[src/rtl/fpp_pkg.sv]
// ----------------------------------------------------------------------------
// fpp_pkg
// Shared types and constants of the flash erase / program planner.
// ----------------------------------------------------------------------------
package fpp_pkg;

  // fixed field widths
  localparam int unsigned AddrW   = 24;
  localparam int unsigned PosW    = 25;
  localparam int unsigned OpW     = 8;
  localparam int unsigned CountW  = 9;
  localparam int unsigned ActionW = 2;

  // default geometry
  localparam int unsigned SectorBytesDef = 4096;
  localparam int unsigned BlockBytesDef  = 65536;
  localparam int unsigned PageBytesDef   = 256;

  // longest job: the whole 24-bit address space
  localparam logic [PosW-1:0] LenLimit = PosW'(1) << AddrW;

  // action codes, any other code is a next request
  localparam logic [ActionW-1:0] ActErase   = 2'd0;
  localparam logic [ActionW-1:0] ActProgram = 2'd1;
  localparam logic [ActionW-1:0] ActNext    = 2'd2;

  // flash opcodes
  localparam logic [OpW-1:0] OpNone         = 8'h00;
  localparam logic [OpW-1:0] OpSectorErase  = 8'h20;
  localparam logic [OpW-1:0] OpBlockErase   = 8'hd8;
  localparam logic [OpW-1:0] OpPageProgram  = 8'h02;

  typedef enum logic [1:0] {
    MODE_IDLE    = 2'd0,
    MODE_ERASE   = 2'd1,
    MODE_PROGRAM = 2'd2
  } mode_e;

  // request held in the input register, length already saturated and, for erase, rounded
  typedef struct packed {
    logic [ActionW-1:0] action;
    logic [AddrW-1:0]   start_addr;
    logic [PosW-1:0]    len;
  } req_t;

  typedef struct packed {
    logic [OpW-1:0]    opcode;
    logic [AddrW-1:0]  cmd_address;
    logic [CountW-1:0] byte_count;
    logic              last_command;
    logic              idle;
  } cmd_t;

  function automatic logic is_start(logic [ActionW-1:0] action);
    return action inside {ActErase, ActProgram};
  endfunction

endpackage

[src/rtl/flash_erase_program_planner.sv]
// ----------------------------------------------------------------------------
// flash_erase_program_planner
// Requests are held in the input register, commands in the result register.
// Throughput: one request per cycle unless the sink stalls; the two registers
// decouple stalls. Each command is planned combinationally from job position and end.
// Reset: asynchronous, active low; no job active, both registers empty.
// ----------------------------------------------------------------------------
module flash_erase_program_planner #(
  parameter int unsigned SECTOR_BYTES = fpp_pkg::SectorBytesDef,
  parameter int unsigned BLOCK_BYTES  = fpp_pkg::BlockBytesDef,
  parameter int unsigned PAGE_BYTES   = fpp_pkg::PageBytesDef
) (
  input  logic        clk_i,
  input  logic        rst_ni,
  input  logic        s_axis_tvalid,
  output logic        s_axis_tready,
  input  logic [55:0] s_axis_tdata,   // start_addr[23:0], length[48:24], zero pad
  input  logic [1:0]  s_axis_tuser,   // action[1:0]
  output logic        m_axis_tvalid,
  input  logic        m_axis_tready,
  output logic [47:0] m_axis_tdata,   // opcode[7:0], cmd_address[31:8], byte_count[40:32]
  output logic        m_axis_tlast,   // last_command
  output logic        m_axis_tuser    // idle
);
  import fpp_pkg::*;

  logic req_valid, req_take, cmd_ready;
  req_t req;
  cmd_t cmd_plan, cmd_out;

  fpp_in_reg #(
    .SECTOR_BYTES (SECTOR_BYTES)
  ) u_in_reg (
    .clk_i        (clk_i),
    .rst_ni       (rst_ni),
    .in_valid_i   (s_axis_tvalid),
    .in_ready_o   (s_axis_tready),
    .action_i     (s_axis_tuser),
    .start_addr_i (s_axis_tdata[23:0]),
    .length_i     (s_axis_tdata[48:24]),
    .req_valid_o  (req_valid),
    .req_take_i   (req_take),
    .req_o        (req)
  );

  assign req_take = req_valid && cmd_ready;

  fpp_cmd_gen #(
    .SECTOR_BYTES (SECTOR_BYTES),
    .BLOCK_BYTES  (BLOCK_BYTES),
    .PAGE_BYTES   (PAGE_BYTES)
  ) u_cmd_gen (
    .clk_i  (clk_i),
    .rst_ni (rst_ni),
    .take_i (req_take),
    .req_i  (req),
    .cmd_o  (cmd_plan)
  );

  fpp_out_reg u_out_reg (
    .clk_i       (clk_i),
    .rst_ni      (rst_ni),
    .cmd_valid_i (req_valid),
    .cmd_ready_o (cmd_ready),
    .cmd_i       (cmd_plan),
    .out_valid_o (m_axis_tvalid),
    .out_ready_i (m_axis_tready),
    .cmd_o       (cmd_out)
  );

  assign m_axis_tdata = {7'd0, cmd_out.byte_count, cmd_out.cmd_address, cmd_out.opcode};
  assign m_axis_tlast = cmd_out.last_command;
  assign m_axis_tuser = cmd_out.idle;

endmodule

[src/rtl/fpp_in_reg.sv]
// ----------------------------------------------------------------------------
// fpp_in_reg
// Input register: captures a request, saturates its length and rounds erase
// lengths up to a whole sector.
// ----------------------------------------------------------------------------
module fpp_in_reg #(
  parameter int unsigned SECTOR_BYTES = fpp_pkg::SectorBytesDef
) (
  input  logic                       clk_i,
  input  logic                       rst_ni,
  input  logic                       in_valid_i,
  output logic                       in_ready_o,
  input  logic [fpp_pkg::ActionW-1:0] action_i,
  input  logic [fpp_pkg::AddrW-1:0]  start_addr_i,
  input  logic [fpp_pkg::PosW-1:0]   length_i,
  output logic                       req_valid_o,
  input  logic                       req_take_i,
  output fpp_pkg::req_t              req_o
);
  import fpp_pkg::*;

  localparam logic [PosW-1:0] SectorMask = PosW'(SECTOR_BYTES - 1);

  logic          valid_q, valid_d;
  req_t          req_q;
  logic [PosW-1:0] len_sat, len_eff;
  logic          load;

  assign in_ready_o = !valid_q || req_take_i;
  assign load       = in_valid_i && in_ready_o;

  always_comb begin
    len_sat = (length_i > LenLimit) ? LenLimit : length_i;
    if (action_i == ActErase) begin
      len_eff = (len_sat + SectorMask) & ~SectorMask;
    end else begin
      len_eff = len_sat;
    end
  end

  always_comb begin
    valid_d = valid_q;
    if (load) begin
      valid_d = 1'b1;
    end else if (req_take_i) begin
      valid_d = 1'b0;
    end
  end

  always_ff @(posedge clk_i or negedge rst_ni) begin
    if (!rst_ni) begin
      valid_q <= 1'b0;
    end else begin
      valid_q <= valid_d;
    end
  end

  always_ff @(posedge clk_i) begin
    if (load) begin
      req_q.action     <= action_i;
      req_q.start_addr <= start_addr_i;
      req_q.len        <= len_eff;
    end
  end

  assign req_valid_o = valid_q;
  assign req_o       = req_q;

endmodule

[src/rtl/fpp_cmd_gen.sv]
// ----------------------------------------------------------------------------
// fpp_cmd_gen
// Job state and command planning: picks the next erase or program command
// from position and end, and advances the position when a request is taken.
// ----------------------------------------------------------------------------
module fpp_cmd_gen #(
  parameter int unsigned SECTOR_BYTES = fpp_pkg::SectorBytesDef,
  parameter int unsigned BLOCK_BYTES  = fpp_pkg::BlockBytesDef,
  parameter int unsigned PAGE_BYTES   = fpp_pkg::PageBytesDef
) (
  input  logic          clk_i,
  input  logic          rst_ni,
  input  logic          take_i,
  input  fpp_pkg::req_t req_i,
  output fpp_pkg::cmd_t cmd_o
);
  import fpp_pkg::*;

  localparam int unsigned BlockLog = $clog2(BLOCK_BYTES);
  localparam int unsigned PageLog  = $clog2(PAGE_BYTES);
  localparam logic [PosW-1:0] SectorLen = PosW'(SECTOR_BYTES);
  localparam logic [PosW-1:0] BlockLen  = PosW'(BLOCK_BYTES);
  localparam logic [PosW-1:0] PageLen   = PosW'(PAGE_BYTES);

  logic [PosW-1:0] pos_q, pos_d, end_q, end_d;
  mode_e           mode_q, mode_d;

  logic            start;
  mode_e           mode_cur;
  logic [PosW-1:0] pos_cur, end_cur, remain, step_raw, step;
  logic            last;
  logic [OpW-1:0]  op;

  assign start = is_start(req_i.action);

  always_comb begin
    if (start) begin
      pos_cur = PosW'(req_i.start_addr);
      end_cur = PosW'(req_i.start_addr) + req_i.len;
      remain  = req_i.len;
      if (req_i.len == '0) begin
        mode_cur = MODE_IDLE;
      end else if (req_i.action == ActErase) begin
        mode_cur = MODE_ERASE;
      end else begin
        mode_cur = MODE_PROGRAM;
      end
    end else begin
      pos_cur  = pos_q;
      end_cur  = end_q;
      remain   = end_q - pos_q;
      mode_cur = mode_q;
    end
  end

  // command size before clipping to what remains
  always_comb begin
    case (mode_cur)
      MODE_ERASE: begin
        if (pos_cur[BlockLog-1:0] == '0 && remain >= BlockLen) begin
          op       = OpBlockErase;
          step_raw = BlockLen;
        end else begin
          op       = OpSectorErase;
          step_raw = SectorLen;
        end
      end
      MODE_PROGRAM: begin
        op       = OpPageProgram;
        step_raw = PageLen - PosW'(pos_cur[PageLog-1:0]);
      end
      default: begin
        op       = OpNone;
        step_raw = '0;
      end
    endcase
  end

  assign step = (step_raw > remain) ? remain : step_raw;
  assign last = (step == remain);

  always_comb begin
    cmd_o = '0;
    if (mode_cur == MODE_IDLE) begin
      cmd_o.idle = 1'b1;
    end else begin
      cmd_o.opcode       = op;
      cmd_o.cmd_address  = pos_cur[AddrW-1:0];
      cmd_o.byte_count   = (mode_cur == MODE_PROGRAM) ? step[CountW-1:0] : '0;
      cmd_o.last_command = last;
    end
  end

  always_comb begin
    pos_d  = pos_q;
    end_d  = end_q;
    mode_d = mode_q;
    if (take_i) begin
      end_d = end_cur;
      if (mode_cur == MODE_IDLE) begin
        pos_d  = pos_cur;
        mode_d = MODE_IDLE;
      end else begin
        pos_d  = pos_cur + step;
        mode_d = last ? MODE_IDLE : mode_cur;
      end
    end
  end

  always_ff @(posedge clk_i or negedge rst_ni) begin
    if (!rst_ni) begin
      pos_q  <= '0;
      end_q  <= '0;
      mode_q <= MODE_IDLE;
    end else begin
      pos_q  <= pos_d;
      end_q  <= end_d;
      mode_q <= mode_d;
    end
  end

endmodule

[src/rtl/fpp_out_reg.sv]
// ----------------------------------------------------------------------------
// fpp_out_reg
// Result register: holds one planned command until the sink takes it.
// ----------------------------------------------------------------------------
module fpp_out_reg (
  input  logic          clk_i,
  input  logic          rst_ni,
  input  logic          cmd_valid_i,
  output logic          cmd_ready_o,
  input  fpp_pkg::cmd_t cmd_i,
  output logic          out_valid_o,
  input  logic          out_ready_i,
  output fpp_pkg::cmd_t cmd_o
);
  import fpp_pkg::*;

  logic valid_q, valid_d;
  cmd_t cmd_q;
  logic load;

  assign cmd_ready_o = !valid_q || out_ready_i;
  assign load        = cmd_valid_i && cmd_ready_o;

  always_comb begin
    valid_d = valid_q;
    if (load) begin
      valid_d = 1'b1;
    end else if (out_ready_i) begin
      valid_d = 1'b0;
    end
  end

  always_ff @(posedge clk_i or negedge rst_ni) begin
    if (!rst_ni) begin
      valid_q <= 1'b0;
    end else begin
      valid_q <= valid_d;
    end
  end

  always_ff @(posedge clk_i) begin
    if (load) begin
      cmd_q <= cmd_i;
    end
  end

  assign out_valid_o = valid_q;
  assign cmd_o       = cmd_q;

endmodule

[config.mk]
export PLATFORM = sky130hd
export DESIGN_NAME = flash_erase_program_planner
export DESIGN_NICKNAME = d
export VERILOG_FILES = /design/src/rtl/fpp_pkg.sv /design/src/rtl/flash_erase_program_planner.sv /design/src/rtl/fpp_in_reg.sv /design/src/rtl/fpp_cmd_gen.sv /design/src/rtl/fpp_out_reg.sv
export SDC_FILE = /design/constraint.sdc
export NUM_CORES = 1
export LEC_CHECK = 0
export ABC_AREA = 0
export BUFFER_PORTS_ARGS = -buffer_cell sky130_fd_sc_hd__buf_4
export CORE_ASPECT_RATIO = 0.7
export CORE_MARGIN = 2
export CORE_UTILIZATION = 30
export DETAILED_ROUTE_END_ITERATION = 10
export GPL_TIMING_DRIVEN = 0
export SLEW_MARGIN = 20
export SYNTH_ARGS = -nofsm -noshare
export SYNTH_HDL_FRONTEND = slang
export SYNTH_SLANG_ARGS = --single-unit
export TNS_END_PERCENT = 1
[constraint.sdc]
create_clock -name clk_i -period 10.4 [get_ports clk_i]
set_input_delay 0.52 -clock clk_i [delete_from_list [all_inputs] [get_ports clk_i]]
set_output_delay 0.52 -clock clk_i [all_outputs]
set_load 0.02 [all_outputs]
==> impl_metrics.prom, run 1 <==
# TYPE chip_impl_metric gauge
chip_impl_info{name="status",value="complete, no violations"} 1
chip_impl_metric{name="routed_via_density",unit=""} 5.47
chip_impl_metric{name="gr-usage-all-layers",unit="%"} 19.8
chip_impl_metric{name="die-height",unit="um"} 166
chip_impl_metric{name="power.density_cell_area",unit="mW/mm^2"} 229
chip_impl_metric{name="achievable-frequency",unit="MHz"} 99.4
chip_impl_metric{name="tightest_slew",unit="ps"} 954
chip_impl_metric{name="maxCapViolCount",unit=""} 0
chip_impl_info{name="clock_root_buffer_master",value="sky130_fd_sc_hd__clkbuf_16"} 1
chip_impl_metric{name="area_growth_syn_to_layout",unit="%"} 18.1
chip_impl_metric{name="ys_seq_elements",unit=""} 143
chip_impl_info{name="worstSetupStartpointType",value="register"} 1
chip_impl_metric{name="power.switching",unit="W"} 0.00137
chip_impl_metric{name="asyncSetResetFlopFracSynth",unit="%"} 37.8
chip_impl_metric{name="hpwl",unit="um"} 30700
chip_impl_info{name="worstHoldPathType",value="in2async"} 1
chip_impl_info{name="synthTopCellsByArea",value="sky130_fd_sc_hd__edfxtp_1, sky130_fd_sc_hd__dfrtp_1, sky130_fd_sc_hd__ha_1"} 1
chip_impl_metric{name="clock_period_minus_final_worst_setup_slack",unit="ps"} 10070
chip_impl_metric{name="netlist_instances",unit=""} 1233
chip_impl_metric{name="use_met1",unit="%"} 30.1
chip_impl_metric{name="clockBufferDepth",unit=""} 2
chip_impl_metric{name="globalRouteMet2Util",unit="%"} 26.1
chip_impl_metric{name="cts.sink_count",unit=""} 143
chip_impl_metric{name="avgRoutedWirePerCell",unit="um"} 20.6
chip_impl_metric{name="synth_top_cell_area_share",unit="%"} 23.9
chip_impl_metric{name="cellLeakagePower",unit="nW"} 5.66
chip_impl_metric{name="dp_slack",unit="ps"} -77.2
chip_impl_metric{name="critPathRequiredTime",unit="ps"} 10740
chip_impl_info{name="global_route.peak_usage_layer",value="met1"} 1
chip_impl_metric{name="h_tree_depth",unit=""} 4
chip_impl_info{name="synthTopCellsByCount",value="sky130_fd_sc_hd__nand2_1, sky130_fd_sc_hd__nor2_1, sky130_fd_sc_hd__edfxtp_1"} 1
chip_impl_metric{name="p_int",unit="W"} 0.00166
chip_impl_metric{name="fin_util",unit="%"} 35.7
chip_impl_metric{name="via_count_of_the_first_global_routing_pass",unit=""} 9478
chip_impl_info{name="setup.worst_path.end_class",value="register"} 1
chip_impl_info{name="crit_path_max_delay_cell_type",value="sky130_fd_sc_hd__o41ai_2"} 1
chip_impl_metric{name="drc_errors",unit=""} 0
chip_impl_info{name="tritoncts_clock_tree",value="done"} 1
chip_impl_metric{name="core_area",unit="sq mm"} 0.0370
chip_impl_metric{name="crit_path_max_incr_delay",unit="ps"} 720
chip_impl_metric{name="skew",unit="ps"} 16.7
chip_impl_metric{name="final_cells",unit=""} 1865
chip_impl_metric{name="yosysWarnings",unit=""} 0
chip_impl_metric{name="seq_power_share",unit="%"} 26.6
chip_impl_metric{name="post_route_cells_drive_above_1_share",unit="%"} 15.0
chip_impl_metric{name="routability_congestion",unit=""} 0.993
chip_impl_metric{name="synth.avg_cell_area",unit="sq um"} 9.08
chip_impl_metric{name="postLayoutSetupSlackWorst",unit="ps"} 335
chip_impl_metric{name="post_cts.repair.setup_buffers",unit=""} 0
chip_impl_metric{name="antenna-diode-count",unit=""} 0
chip_impl_metric{name="final_max_slew_viol_count",unit=""} 0
chip_impl_info{name="rsz_0062_raised_after_global_routing",value="no"} 1
chip_impl_info{name="yosysMostFrequentCell",value="sky130_fd_sc_hd__nand2_1"} 1
chip_impl_metric{name="grt.met3_usage",unit="%"} 6.40
chip_impl_metric{name="port_buffers",unit=""} 96
chip_impl_metric{name="start_util",unit="%"} 30.3
chip_impl_metric{name="drt_iter0_markers",unit=""} 953
chip_impl_metric{name="power_frac_comb",unit="%"} 52.9
chip_impl_metric{name="setup_violation_total_in_the_final_timing_report",unit=""} 0
chip_impl_metric{name="arrival",unit="ps"} 10410
chip_impl_metric{name="vias",unit=""} 10200
chip_impl_metric{name="max_slew_margin",unit="%"} 34.8
chip_impl_metric{name="clock_power_share",unit="%"} 20.5
chip_impl_metric{name="timing.setup.tns",unit="ps"} 0
chip_impl_metric{name="final_antenna_net_count",unit=""} 0
chip_impl_metric{name="syn_area",unit="sq mm"} 0.0112
chip_impl_info{name="crit_type",value="reg2reg"} 1
chip_impl_metric{name="maximum_number_of_pins_on_one_net_before_global_route_repair",unit=""} 55
chip_impl_metric{name="synth_cell_types",unit=""} 88
chip_impl_metric{name="dieArea",unit="sq mm"} 0.0389
chip_impl_metric{name="number_of_optimization_iterations_in_the_first_detailed_route_pass",unit=""} 6
chip_impl_metric{name="initial_antenna_violation_count",unit=""} 0
chip_impl_metric{name="path_max_fanout",unit=""} 19
chip_impl_metric{name="timing.hold.ws",unit="ps"} 154
chip_impl_info{name="synth_largest_area_cell",value="sky130_fd_sc_hd__edfxtp_1"} 1
chip_impl_metric{name="floorplan.io_pins",unit=""} 114
chip_impl_metric{name="grt_first_pass_wirelength",unit="um"} 57400
chip_impl_metric{name="synth_seq_area_share",unit="%"} 36.0
chip_impl_metric{name="global_route.overflow_total",unit=""} 0
chip_impl_metric{name="tritoncts.num_buffers",unit=""} 17
chip_impl_metric{name="timing.final.crit_share",unit="%"} 96.8
chip_impl_metric{name="layout.nets",unit=""} 1517
chip_impl_metric{name="skew_pair_late_insertion_delay",unit="ps"} 460
chip_impl_metric{name="fillers",unit=""} 3832
chip_impl_metric{name="report.final.hold_viol_count",unit=""} 0
chip_impl_info{name="synth_top_flop_cell",value="sky130_fd_sc_hd__edfxtp_1"} 1
chip_impl_metric{name="power.switching_fraction",unit="%"} 45.3
chip_impl_metric{name="dpl.cell_count",unit=""} 1834
chip_impl_metric{name="clk_pin_slew_worst_paths",unit="ps"} 70
chip_impl_metric{name="die_w",unit="um"} 235
chip_impl_metric{name="number_of_standard_cell_rows_in_the_floorplan",unit=""} 59
chip_impl_metric{name="max-vdd-ir-drop",unit="V"} 0.000121
chip_impl_metric{name="synth-edff-count",unit=""} 89
chip_impl_metric{name="wirelength",unit="um"} 38500
==> state kept, by name (all words and copies together) (netlist names) <==
| name | count |
|---|---|
| u_cmd_gen.mode_q | 2 |
| u_out_reg.out_valid_o | 1 |
| u_out_reg.cmd_o | 38 |
| u_in_reg.req_valid_o | 1 |
| u_cmd_gen.pos_q | 25 |
| u_in_reg.req_o | 51 |
| u_cmd_gen.end_q | 25 |
==> placed cells by master (no fill, tap or decap), types with 6 or more instances in the layout <==
| master | instances |
|---|---|
| sky130_fd_sc_hd__o41ai_1 | 6 |
| sky130_fd_sc_hd__a21o_1 | 28 |
| sky130_fd_sc_hd__conb_1 | 16 |
| sky130_fd_sc_hd__nor2b_1 | 20 |
| sky130_fd_sc_hd__buf_2 | 8 |
| sky130_fd_sc_hd__or3_1 | 11 |
| sky130_fd_sc_hd__nand2b_1 | 22 |
| sky130_fd_sc_hd__mux2_2 | 15 |
| sky130_fd_sc_hd__nor3_1 | 27 |
| sky130_fd_sc_hd__o2111ai_1 | 7 |
| sky130_fd_sc_hd__buf_4 | 110 |
| sky130_fd_sc_hd__nor2_1 | 96 |
| sky130_fd_sc_hd__a31oi_1 | 16 |
| sky130_fd_sc_hd__a211oi_1 | 23 |
| sky130_fd_sc_hd__mux2i_1 | 27 |
| sky130_fd_sc_hd__nor4_1 | 16 |
| sky130_fd_sc_hd__nand4_1 | 16 |
| sky130_fd_sc_hd__inv_1 | 76 |
| sky130_fd_sc_hd__inv_6 | 6 |
| sky130_fd_sc_hd__nand3_1 | 32 |
| sky130_fd_sc_hd__and3_1 | 10 |
| sky130_fd_sc_hd__clkbuf_1 | 28 |
| sky130_fd_sc_hd__dfrtp_1 | 54 |
| sky130_fd_sc_hd__nand2_1 | 104 |
| sky130_fd_sc_hd__a21oi_1 | 68 |
| sky130_fd_sc_hd__o21bai_1 | 8 |
| sky130_fd_sc_hd__clkbuf_16 | 17 |
| sky130_fd_sc_hd__xnor2_1 | 30 |
| sky130_fd_sc_hd__and2_1 | 37 |
| sky130_fd_sc_hd__o31ai_1 | 9 |
| sky130_fd_sc_hd__o21a_1 | 14 |
| sky130_fd_sc_hd__o211ai_1 | 11 |
| sky130_fd_sc_hd__ha_1 | 88 |
| sky130_fd_sc_hd__edfxtp_1 | 89 |
| sky130_fd_sc_hd__xor2_1 | 28 |
| sky130_fd_sc_hd__o21ai_0 | 84 |
==> power groups by stage <==
stage / combinational (W) / sequential [W] / clock, W
2_1_floorplan: 0.00110 / 0.000810 / 0
3_3_place_gp: 0.00154 / 0.000813 / 0
3_5_place_dp: 0.00155 / 0.000811 / 0
4_1_cts: 0.00156 / 0.000802 / 0.000633
5_1_grt: 0.00175 / 0.000816 / 0.000656
6_report: 0.00160 / 0.000805 / 0.000619
==> through the flow <==
step / cell area [sq um] / total power (W)
3_5_place_dp: 12600 / 0.00236
4_1_cts: 13200 / 0.00300
2_1_floorplan: 11200 / 0.00191
3_3_place_gp: 12600 / 0.00235
5_1_grt: 13200 / 0.00322
6_report: 13200 / 0.00303
==> timing repair <==
| action | 4_1_cts | 5_1_grt |
|---|---|---|
| endpoints found under the hold margin | 0 | 0 |
| hold buffers | 0 | 0 |
| endpoints found under the setup margin | 3 | 8 |
| resized for setup | 1 | 4 |
==> cells by family (layout without fill, tap and decap cells) <==
logic type / Yosys count / after routing / share of synthesized area, %
xor+xnor: 58 / 58 / 4.54
fa+ha+maj: 91 / 91 / 10.4
flops: 143 / 143 / 36.0
mux: 46 / 46 / 4.38
other cells: 1 / 16 / 0.0335
simple gates: 426 / 426 / 19.5
compound gates: 335 / 335 / 20.2
buf+inv: 133 / 262 / 5.10
==> layer usage <==
layer  part of all wire [%]  wire length [um]
met1                     50             19300
met2                     38             14600
met3                     10              4040
met4                    1.4               535
met5                      0                 0
==> path summary, 6_finish.rpt <==
path	startpoint	endpoint	slack, ps	cells after the start
max	u_in_reg.req_o[50]	u_cmd_gen.pos_q[21]	330	30
min	rst_ni	u_cmd_gen.pos_q[19]	150	1
max reg2reg	u_in_reg.req_o[50]	u_cmd_gen.pos_q[21]	330	30
min reg2reg	u_cmd_gen.end_q[18]	u_cmd_gen.end_q[18]	490	2
max in group asynchronous	rst_ni	u_cmd_gen.pos_q[10]	9700	1
min in group clk_i	s_axis_tdata[21]	u_in_reg.req_o[46]	230	1
==> critical path, delay by kind of cell (launching register included) <==
| family | cells | cell delay, ps |
|---|---|---|
| compound gates | 12 | 4020 |
| fa+ha+maj | 3 | 880 |
| buf+inv | 6 | 1830 |
| flops | 1 | 410 |
| mux | 3 | 1250 |
| simple gates | 6 | 1490 |
==> area by class of cell <==
class / count / area (sq um) / share of cell area, %
plain buffers: 55 / 279 / 2.11
clock buffers: 18 / 429 / 3.25
clock inverters: 14 / 145 / 1.10
inverters: 77 / 289 / 2.19
multi-input cells: 972 / 6670 / 50.5
flip-flops and latches: 143 / 4020 / 30.4
well taps: 488 / 611 / 4.62
repair buffers: 98 / 768 / 5.81
Note: power is estimated with default switching activity, not from simulation.
==> inputs of run 2 (changes only) <==
Settings changed: PLACE_DENSITY set to 0.46.
==> run 2 against run 1 <==
  * Critical path depth increased by 1
  * Clock skew decreased by 0.89 ps
  * Sequential power about the same
  * Non-clock buffer count unchanged
  * Via count decreased by 3.0%
  * First-iteration DRC count decreased by 16%
  * Largest power group unchanged
  * Highest routed layer unchanged
==> impl_metrics.prom, run 2 (same netlist as run 1, synthesis figures left out) <==
# TYPE chip_impl_metric gauge
chip_impl_info{name="status",value="complete, no violations"} 1
chip_impl_info{name="highest_count_cells_in_the_layout_ignoring_fill_and_taps",value="sky130_fd_sc_hd__buf_4, sky130_fd_sc_hd__nand2_1, sky130_fd_sc_hd__nor2_1, sky130_fd_sc_hd__edfxtp_1, sky130_fd_sc_hd__ha_1"} 1
chip_impl_metric{name="drt_iter0_markers",unit=""} 802
chip_impl_metric{name="number_of_optimization_iterations_in_the_first_detailed_route_pass",unit=""} 7
chip_impl_metric{name="clock_power_share",unit="%"} 20.4
chip_impl_metric{name="clk_pin_slew_worst_paths",unit="ps"} 70
chip_impl_metric{name="p_int",unit="W"} 0.00166
chip_impl_metric{name="skew",unit="ps"} 15.8
chip_impl_metric{name="critPathRequiredTime",unit="ps"} 10720
chip_impl_metric{name="postLayoutSetupSlackWorst",unit="ps"} 692
chip_impl_metric{name="arrival",unit="ps"} 10030
chip_impl_metric{name="number_of_standard_cell_rows_in_the_floorplan",unit=""} 59
chip_impl_metric{name="report.final.hold_viol_count",unit=""} 0
chip_impl_metric{name="dp_slack",unit="ps"} -296
chip_impl_metric{name="avgRoutedWirePerCell",unit="um"} 21.9
chip_impl_metric{name="via_count_of_the_first_global_routing_pass",unit=""} 9574
chip_impl_metric{name="timing.hold.ws",unit="ps"} 166
chip_impl_metric{name="floorplan.io_pins",unit=""} 114
chip_impl_metric{name="ctsHoldBuffers",unit=""} 0
chip_impl_metric{name="routability_congestion",unit=""} 0.901
chip_impl_info{name="worstHoldPathType",value="in2async"} 1
chip_impl_metric{name="skew_pair_late_insertion_delay",unit="ps"} 460
chip_impl_metric{name="crit_path_max_incr_delay",unit="ps"} 580
chip_impl_metric{name="drc_errors",unit=""} 0
chip_impl_metric{name="dpl-instance-area",unit="sq mm"} 0.0126
chip_impl_metric{name="core_area",unit="sq mm"} 0.0370
chip_impl_info{name="crit_path_max_delay_cell_type",value="sky130_fd_sc_hd__a2111oi_1"} 1
chip_impl_info{name="clock_root_buffer_master",value="sky130_fd_sc_hd__clkbuf_16"} 1
chip_impl_metric{name="tightest_slew",unit="ps"} 1060
chip_impl_metric{name="power_frac_comb",unit="%"} 53.1
chip_impl_metric{name="area_growth_syn_to_layout",unit="%"} 18.1
chip_impl_metric{name="post_route_cells_drive_above_1_share",unit="%"} 14.8
chip_impl_metric{name="tritoncts.num_buffers",unit=""} 17
chip_impl_metric{name="max_reg_flops",unit=""} 51
chip_impl_info{name="path_delay_family",value="compound AO/OA/AOI/OAI gates"} 1
chip_impl_metric{name="clock_period_minus_final_worst_setup_slack",unit="ps"} 9710
chip_impl_metric{name="max-vdd-ir-drop",unit="V"} 0.000116
chip_impl_metric{name="maximum_number_of_pins_on_one_net_before_global_route_repair",unit=""} 55
chip_impl_metric{name="dieArea",unit="sq mm"} 0.0389
chip_impl_metric{name="timing.final.crit_share",unit="%"} 93.3
chip_impl_metric{name="die-height",unit="um"} 166
chip_impl_metric{name="wirelength",unit="um"} 40900
chip_impl_metric{name="start_util",unit="%"} 30.3
chip_impl_metric{name="vias",unit=""} 9891
chip_impl_info{name="setup.worst_path.end_class",value="register"} 1
chip_impl_metric{name="gr-usage-all-layers",unit="%"} 21.3
chip_impl_metric{name="setup_violation_total_in_the_final_timing_report",unit=""} 0
chip_impl_info{name="worstSetupStartpointType",value="register"} 1
chip_impl_metric{name="layout.nets",unit=""} 1517
chip_impl_metric{name="final_antenna_net_count",unit=""} 0
chip_impl_info{name="cp_common_cell",value="sky130_fd_sc_hd__o21ai_0"} 1
chip_impl_metric{name="port_buffers",unit=""} 96
chip_impl_info{name="layout_commonest_cell",value="sky130_fd_sc_hd__buf_4"} 1
chip_impl_info{name="rsz_0062_raised_after_global_routing",value="no"} 1
chip_impl_metric{name="die_w",unit="um"} 235
chip_impl_metric{name="global_route.overflow_total",unit=""} 0
chip_impl_metric{name="critical_path_buf_inv_count",unit=""} 6
chip_impl_info{name="tritoncts_clock_tree",value="done"} 1
chip_impl_metric{name="finalPower",unit="W"} 0.00304
chip_impl_metric{name="cts.sink_count",unit=""} 143
chip_impl_info{name="crit_type",value="reg2reg"} 1
chip_impl_metric{name="max_slew_margin",unit="%"} 27.5
chip_impl_metric{name="clockBufferDepth",unit=""} 2
chip_impl_metric{name="maxCapViolCount",unit=""} 0
chip_impl_metric{name="power.switching_fraction",unit="%"} 45.6
chip_impl_metric{name="final_max_slew_viol_count",unit=""} 0
chip_impl_metric{name="h_tree_depth",unit=""} 4
chip_impl_metric{name="cellLeakagePower",unit="nW"} 5.67
chip_impl_metric{name="power.density_cell_area",unit="mW/mm^2"} 230
chip_impl_metric{name="grt_first_pass_wirelength",unit="um"} 61100
chip_impl_metric{name="seq_power_share",unit="%"} 26.5
chip_impl_metric{name="fin_util",unit="%"} 35.7
chip_impl_metric{name="initial_antenna_violation_count",unit=""} 0
chip_impl_metric{name="routed_via_density",unit=""} 5.30
chip_impl_metric{name="path_max_fanout",unit=""} 19
chip_impl_metric{name="hpwl",unit="um"} 32600
chip_impl_metric{name="achievable-frequency",unit="MHz"} 103
chip_impl_metric{name="postLayoutCellArea",unit="sq mm"} 0.0132
chip_impl_metric{name="power.switching",unit="W"} 0.00138
## run 2: final timing paths
path	from	cells past startpoint	end	slack (ps)
max	u_in_reg.req_o[50]	31	u_cmd_gen.pos_q[24]	690
min	rst_ni	1	u_out_reg.out_valid_o	170
max in group asynchronous	rst_ni	1	u_cmd_gen.pos_q[10]	9640
min reg2reg	u_cmd_gen.end_q[5]	2	u_cmd_gen.end_q[5]	490
min in group clk_i	s_axis_tdata[23]	1	u_in_reg.req_o[48]	240
max reg2reg	u_in_reg.req_o[50]	31	u_cmd_gen.pos_q[24]	690
## run 2: cell type report
type / instances / area, sq um
Fill cell: 3806 / 23800
Antenna cell: 1 / 2.50
Inverter: 77 / 289
Timing Repair Buffer: 98 / 768
Clock inverter: 14 / 128
Sequential cell: 143 / 4020
Tap cell: 488 / 611
Buffer: 55 / 282
Multi-Input combinational cell: 972 / 6680
Clock buffer: 18 / 439
## run 2: power groups by stage
| stage | combinational (W) | clock [W] | sequential (W) |
|---|---|---|---|
| after floorplan | 0.00110 | 0 | 0.000810 |
| after global routing | 0.00178 | 0.000659 | 0.000818 |
| final | 0.00162 | 0.000619 | 0.000806 |
| after detailed placement | 0.00158 | 0 | 0.000815 |
| after CTS | 0.00159 | 0.000638 | 0.000805 |
| after global placement | 0.00158 | 0 | 0.000816 |
## run 2: stage by stage
step                setup TNS [ps]  instances
finish                           0       1866
global route                     0       1865
CTS                              0       1866
detailed placement            -676       1834
global placement             -1630       1832
floorplan                        0       1248
## run 2: routing by layer
| metal | part of all wire (%) | global-route usage [%] | wire (um) | vias up |
|---|---|---|---|---|
| li1 | - | - | - | 4791 |
| met1 | 53 | 32.8 | 21700 | 4776 |
| met2 | 39 | 29.6 | 16000 | 292 |
| met3 | 6.8 | 5.19 | 2780 | 32 |
| met4 | 1.1 | 4.57 | 457 | 0 |
| met5 | 0 | 0 | 0 | - |
## run 2: repair_timing
item | CTS | global route
gates resized for setup | 2 | 3
pin swaps | 0 | 0
setup buffers | 0 | 0
setup endpoints to repair | 3 | 7
